## config.mk

```make
export PLATFORM = sky130hd
export DESIGN_NAME = ars_ctrl
export DESIGN_NICKNAME = d
export VERILOG_FILES = /design/src/hw/rtl/apdu_record_store_defines.svh /design/src/hw/rtl/ars_pkg.sv /design/src/hw/rtl/ars_ctrl.sv
export SDC_FILE = /design/constraint.sdc
export NUM_CORES = 1
export LEC_CHECK = 0
export BUFFER_PORTS_ARGS = -buffer_cell sky130_fd_sc_hd__buf_2
export CAP_MARGIN = 20
export CORE_MARGIN = 10
export CORE_UTILIZATION = 40
export CTS_CLUSTER_SIZE = 28
export DETAILED_ROUTE_END_ITERATION = 8
export GPL_TIMING_DRIVEN = 0
export PLACE_DENSITY = 0.7
export SLEW_MARGIN = 15
export SYNTH_ARGS = -nofsm -noshare
export SYNTH_HDL_FRONTEND = slang
export SYNTH_SLANG_ARGS = --single-unit
```

## constraint.sdc

```tcl
create_clock -name clock -period 4.1 [get_ports clock]
set_input_delay 0.82 -clock clock [delete_from_list [all_inputs] [get_ports clock]]
set_output_delay 0.82 -clock clock [all_outputs]
set_load 0.05 [all_outputs]
```

## src/hw/rtl/apdu_record_store_defines.svh

```systemverilog
// ----------------------------------------------------------------------------
// APDU record store assertion macros
// Shared concurrent assertion forms, clocked on clock and disabled in reset.
// ----------------------------------------------------------------------------
`ifndef APDU_RECORD_STORE_DEFINES_SVH
`define APDU_RECORD_STORE_DEFINES_SVH

// same-cycle implication
`define ARS_ASSERT_IMPL(label, ante, cons, msg) \
   label: assert property (@(posedge clock) disable iff (reset) (ante) |-> (cons)) \
      else $error(msg);

// next-cycle implication
`define ARS_ASSERT_NEXT(label, ante, cons, msg) \
   label: assert property (@(posedge clock) disable iff (reset) (ante) |=> (cons)) \
      else $error(msg);

`endif

```

## src/hw/rtl/ars_pkg.sv

```systemverilog
// ----------------------------------------------------------------------------
// APDU record store package
// Types, codes and defaults shared by the controller, datapath and top level.
// ----------------------------------------------------------------------------
`default_nettype none

package ars_pkg;

   localparam int RECORDS_DEF      = 16;
   localparam int RECORD_BYTES_DEF = 64;
   localparam int LEN_W            = 6;
   localparam int HELD_W           = 5;

   localparam logic [1:0] ACT_CREATE = 2'd0;
   localparam logic [1:0] ACT_READ   = 2'd1;
   localparam logic [1:0] ACT_UPDATE = 2'd2;
   localparam logic [1:0] ACT_DELETE = 2'd3;

   localparam logic [1:0] ST_OK        = 2'd0;
   localparam logic [1:0] ST_NOT_FOUND = 2'd1;
   localparam logic [1:0] ST_FULL      = 2'd2;
   localparam logic [1:0] ST_WRONG_LEN = 2'd3;

   typedef struct packed {
      logic [1:0] action;
      logic [7:0] record_number;
      logic [7:0] length;
      logic [7:0] data_byte;
      logic       last;
   } req_type;

   typedef struct packed {
      logic [1:0]        status;
      logic [7:0]        data_out;
      logic              data_valid;
      logic              final_res;
      logic [HELD_W-1:0] records_held;
   } rsp_type;

   typedef enum logic [3:0] {
      S_IDLE,
      S_CHECK,
      S_COMMIT,
      S_COMMIT_FIN,
      S_RD_LEN,
      S_RD_ADDR,
      S_RD_SEND,
      S_DEL_ROW,
      S_DEL_COPY,
      S_DEL_NEXT,
      S_DEL_FIN,
      S_RESP
   } state_type;

   // controller -> datapath
   typedef struct packed {
      logic accept;
      logic check;
      logic commit_step;
      logic commit_fin;
      logic rd_load;
      logic stat_load;
      logic row_sel;
      logic copy_step;
      logic row_fin;
      logic del_fin;
   } cmd_type;

   // datapath -> controller
   typedef struct packed {
      logic       req_final;
      logic [1:0] act;
      logic       chk_ok;
      logic       commit_done;
      logic       copy_done;
      logic       row_more;
      logic       rd_zero;
      logic       rd_final;
      logic       rsp_free;
   } sts_type;

endpackage

`default_nettype wire

```

## src/hw/rtl/ars_ctrl.sv

```systemverilog
// ----------------------------------------------------------------------------
// APDU record store controller
// Sequences staging, checks, commits, record reads and delete compaction.
// ----------------------------------------------------------------------------
`default_nettype none

module ars_ctrl
   import ars_pkg::*;
(
   input  wire logic    clock,
   input  wire logic    reset,
   input  wire logic    req_valid,
   output logic         req_ready,
   input  wire sts_type sts,
   output cmd_type      cmd
);

   state_type state_ff, state_in;

   always_ff @(posedge clock) begin
      if (reset) begin
         state_ff <= S_IDLE;
      end else begin
         state_ff <= state_in;
      end
   end

   always_comb begin
      state_in = state_ff;
      case (state_ff)
         S_IDLE: begin
            if (req_valid && sts.req_final) begin
               state_in = S_CHECK;
            end
         end
         S_CHECK: begin
            if (!sts.chk_ok) begin
               state_in = S_RESP;
            end else if (sts.act inside {ACT_CREATE, ACT_UPDATE}) begin
               state_in = S_COMMIT;
            end else if (sts.act == ACT_READ) begin
               state_in = S_RD_LEN;
            end else begin
               state_in = S_DEL_ROW;
            end
         end
         S_COMMIT: begin
            if (sts.commit_done) begin
               state_in = S_COMMIT_FIN;
            end
         end
         S_COMMIT_FIN: state_in = S_RESP;
         S_RD_LEN:     state_in = S_RD_ADDR;
         S_RD_ADDR: begin
            state_in = sts.rd_zero ? S_RESP : S_RD_SEND;
         end
         S_RD_SEND: begin
            if (sts.rsp_free) begin
               state_in = sts.rd_final ? S_IDLE : S_RD_ADDR;
            end
         end
         S_DEL_ROW: begin
            state_in = sts.row_more ? S_DEL_COPY : S_DEL_FIN;
         end
         S_DEL_COPY: begin
            if (sts.copy_done) begin
               state_in = S_DEL_NEXT;
            end
         end
         S_DEL_NEXT: state_in = S_DEL_ROW;
         S_DEL_FIN:  state_in = S_RESP;
         S_RESP: begin
            if (sts.rsp_free) begin
               state_in = S_IDLE;
            end
         end
         default: state_in = S_IDLE;
      endcase
   end

   always_comb begin
      req_ready = 1'b0;
      cmd       = '0;
      case (state_ff)
         S_IDLE: begin
            req_ready  = 1'b1;
            cmd.accept = req_valid;
         end
         S_CHECK:      cmd.check       = 1'b1;
         S_COMMIT:     cmd.commit_step = 1'b1;
         S_COMMIT_FIN: cmd.commit_fin  = 1'b1;
         S_RD_SEND:    cmd.rd_load     = sts.rsp_free;
         S_DEL_ROW:    cmd.row_sel     = 1'b1;
         S_DEL_COPY: begin
            cmd.row_sel   = 1'b1;
            cmd.copy_step = 1'b1;
         end
         S_DEL_NEXT: begin
            cmd.row_sel = 1'b1;
            cmd.row_fin = 1'b1;
         end
         S_DEL_FIN:    cmd.del_fin   = 1'b1;
         S_RESP:       cmd.stat_load = sts.rsp_free;
         default: begin
            req_ready = 1'b0;
         end
      endcase
   end

endmodule

`default_nettype wire

```

==> key figures <==
Layout
  • Commonest non-fill, non-tap cell in the layout: buf_2
  • Final nets: 114
  • Most frequent cells in the layout: buf_2 (28), a21oi_1 (8), nor3_1 (7), nand2b_1 (6), nor2_1 (6)
  • Area of the multi-input gates: around 390 um^2
  • Top Registers: state_ff: 4 flops
  • Largest reg by FF count: state_ff
  • Non-filler instance count after layout: around 110
  • Max reg flops: 4
  • Post-route cell area: slightly below 700 um^2
  • Layout cells sized above 1: around two fifths
  • Reg area: roughly 80 um^2
  • N_diodes: 0
  • Area Overhead vs Synth: 29.8%
  • FILL cells: approximately 120

Placement
  • GP Congestion: 0.845
  • DP Area: approximately 650 um^2
  • Port Buffers: 23
  • Post-Place Cells: 110
  • Detailed Place HPWL: 1.24 mm

Timing
  • Max Freq: roughly 0.43 GHz
  • Final number of setup-violating endpoints: 0
  • Pins Over Slew Limit: 0
  • RSZ-0062 raised after global routing: false
  • Smallest hold slack: between 0.7 and 0.8 ns
  • Minimum clock period: around 2.3 ns
  • Slew HR: about four fifths
  • Fin Setup TNS: 0 ns
  • Period utilisation layout: 56.6%
  • Worst Tran Pin Value: between 0.3 and 0.4 ns
  • Clock Skew: around 0.0052 ns
  • Hold Fails Final Rpt: 0

Yosys
  • Flops & latches, synth: 4
  • Post-synthesis simple-gate area fraction: roughly two fifths
  • Synth Net Count: 86
  • Synth Area in Adders: 0%
  • Yosys warns: 0
  • Main synth FF type: dfxtp_1
  • Synth cell types: 33
  • Post-Synthesis Cells: 73
  • Fraction of registers with async set/reset: 0%
  • EDFF count, synth: 0
  • Synth Cell Area: approximately 520 um^2
  • Main combinational cell family by area after synthesis: simple AND/OR/NAND/NOR gates
  • Multiplexer area fraction after synthesis: under 10%
  • Synthesized area per cell: a little over 7 um^2
  • Synth Area in XOR/XNOR: 0%
  • Synth Area in Compound Gates: roughly a third
  • Post-synthesis sequential area ratio: roughly 15%

Clock tree
  • Post-CTS Hold Buffers: 0
  • Reg clk slew, reported paths: approximately 0.04 ns
  • CTS tree: built
  • Total CTS buffers: 3
  • Bufs on Longest Clock Path: 2
  • CTS resizes: 0
  • CTS root buf: clkbuf_4
  • CTS sink cnt: 4
  • H-tree depth: 1
  • Post-CTS setup buffers: 0
  • Clock Latency Late Sink: 0.23 ns

Global route
  • Antenna violations before repair: 0
  • Global-route wire length before repair: roughly 2.6 mm
  • GRT Resource Usage Total: 9.70%
  • GRT overflow: 0
  • Vias in the first global route: 595
  • Largest net degree at the start of global routing: 11

Floorplan
  • Die width: about 56 um
  • Core ar.: between 1000 and 1500 um^2
  • Die Y: 56.1 um
  • I/O Pins: 24
  • Full die area: roughly 3100 um^2
  • # rows: 12
  • Initial Util: 44.4%

Power and ir drop
  • Total power: roughly 570 uW
  • Internal cell power: around 240 uW
  • Clock power frac: under 10%
  • Power share of the combinational group: 79.4%
  • Power Dens Cells: ~840 nW/um^2
  • VDD IR max: ~0.35 mV
  • Switching share of power: between 50% and 60%
  • Psw: 331 uW
  • Sequential Power Share: approximately 13%
  • Pleak: approximately 0.00031 uW

Job
  • Max-cap violations: 0

Hold path
  • Hold crit path type: flip-flop to flip-flop
  • Worst hold endpoint: state_ff[2]
  • Hold Crit Depth: 3
  • HP Start: state_ff[1]

Route
  • DRT iter0 DRCs: 14
  • Via density per instance: between 5 and 6
  • Antenna Nets Post-Route: 0
  • DRT Wirelength: 1.54 mm
  • Avg WL per Cell: ~14 um
  • Pre-antenna DRT Iters: 4
  • DRC violations left: 0
  • Total vias in the final route: between 600 and 700

Setup path
  • Worst reg2reg endpoint: state_ff[0]
  • Crit path capture type: primary output
  • CP required: around 3.3 ns
  • Critical path class: input port to primary output
  • R2R setup slack: ~2.6 ns
  • RR Startpoint: state_ff[3]
  • Worst Reg-to-Reg Cells: 5
  • Startpoint Class: input port
  • Worst Path Arrival: about 1.5 ns
  • Crit Path Max Fanout: 5

Run status
  • Status: finished clean
power by group through the flow:
| stage | logic (uW) | clock network [uW] | registers (uW) |
|---|---|---|---|
| 2_1_floorplan | 364 | 0 | 65.8 |
| 4_1_cts | 451 | 48.3 | 70.6 |
| 6_report | 450 | 45.9 | 70.8 |
| 5_1_grt | 485 | 53.2 | 73.6 |
| 3_5_place_dp | 450 | 0 | 71.4 |
| 3_3_place_gp | 449 | 0 | 70.9 |
worst max-delay path by stage:
stage | from | endpoint | slack (ns) | depth (start not counted)
6_report | sts[0] | cmd[4] | 1.78 | 4
2_1_floorplan | state_ff[3] | cmd[9] | 1.23 | 3
4_1_cts | state_ff[3] | cmd[7] | 1.77 | 4
3_5_place_dp | sts[0] | cmd[4] | 1.78 | 4
5_1_grt | state_ff[1] | cmd[0] | 1.68 | 5
3_3_place_gp | sts[0] | cmd[4] | 1.81 | 4
worst max-delay path, stage by stage:
cell	delay, ns
buf_2	0.10
inv_1	0.10
nor3_1	0.19
buf_2	0.29
cells by family after synthesis:
| kind of cell | after synthesis |
|---|---|
| buffers and inverters | 10 |
| AOI/OAI and AO/OA | 25 |
| DFF | 4 |
| and+or+nand+nor | 33 |
| muxes | 1 |
metal layers:
metal	vias to the layer above	part of all wire [%]	GRT usage, %
met4	0	0	2.05
met2	12	48	15.4
met3	0	4.5	3.42
met1	271	48	12.1
li1	324	-	-
met5	-	0	0
area by class of cell:
type	count	share of cell area, %
repair buffers	23	17.0
flip-flops and latches	4	11.9
plain buffers	6	5.37
clock buffers	3	3.33
multi-input cells	59	57.6
well taps	14	2.59
inverters	4	2.22
synth_stat cells (all sizes together), types with 3 or more instances:
master  count  area share (%)
nor2        6             4.3
a21oi       8             7.7
dfxtp       4              15
nand2       3             2.2
nand2b      6             7.2
buf         6             7.0
nor3        7             6.7
o21ai       4             3.8
inv         4             2.9
metrics by stage:
stage	worst slack (ns)	util, %
floorplan	1.23	-
global placement	1.81	55.8
detailed placement	1.78	55.8
CTS	1.77	57.7
global route	1.68	57.7
finish	1.78	57.7
(Power assumes the default switching activity.)
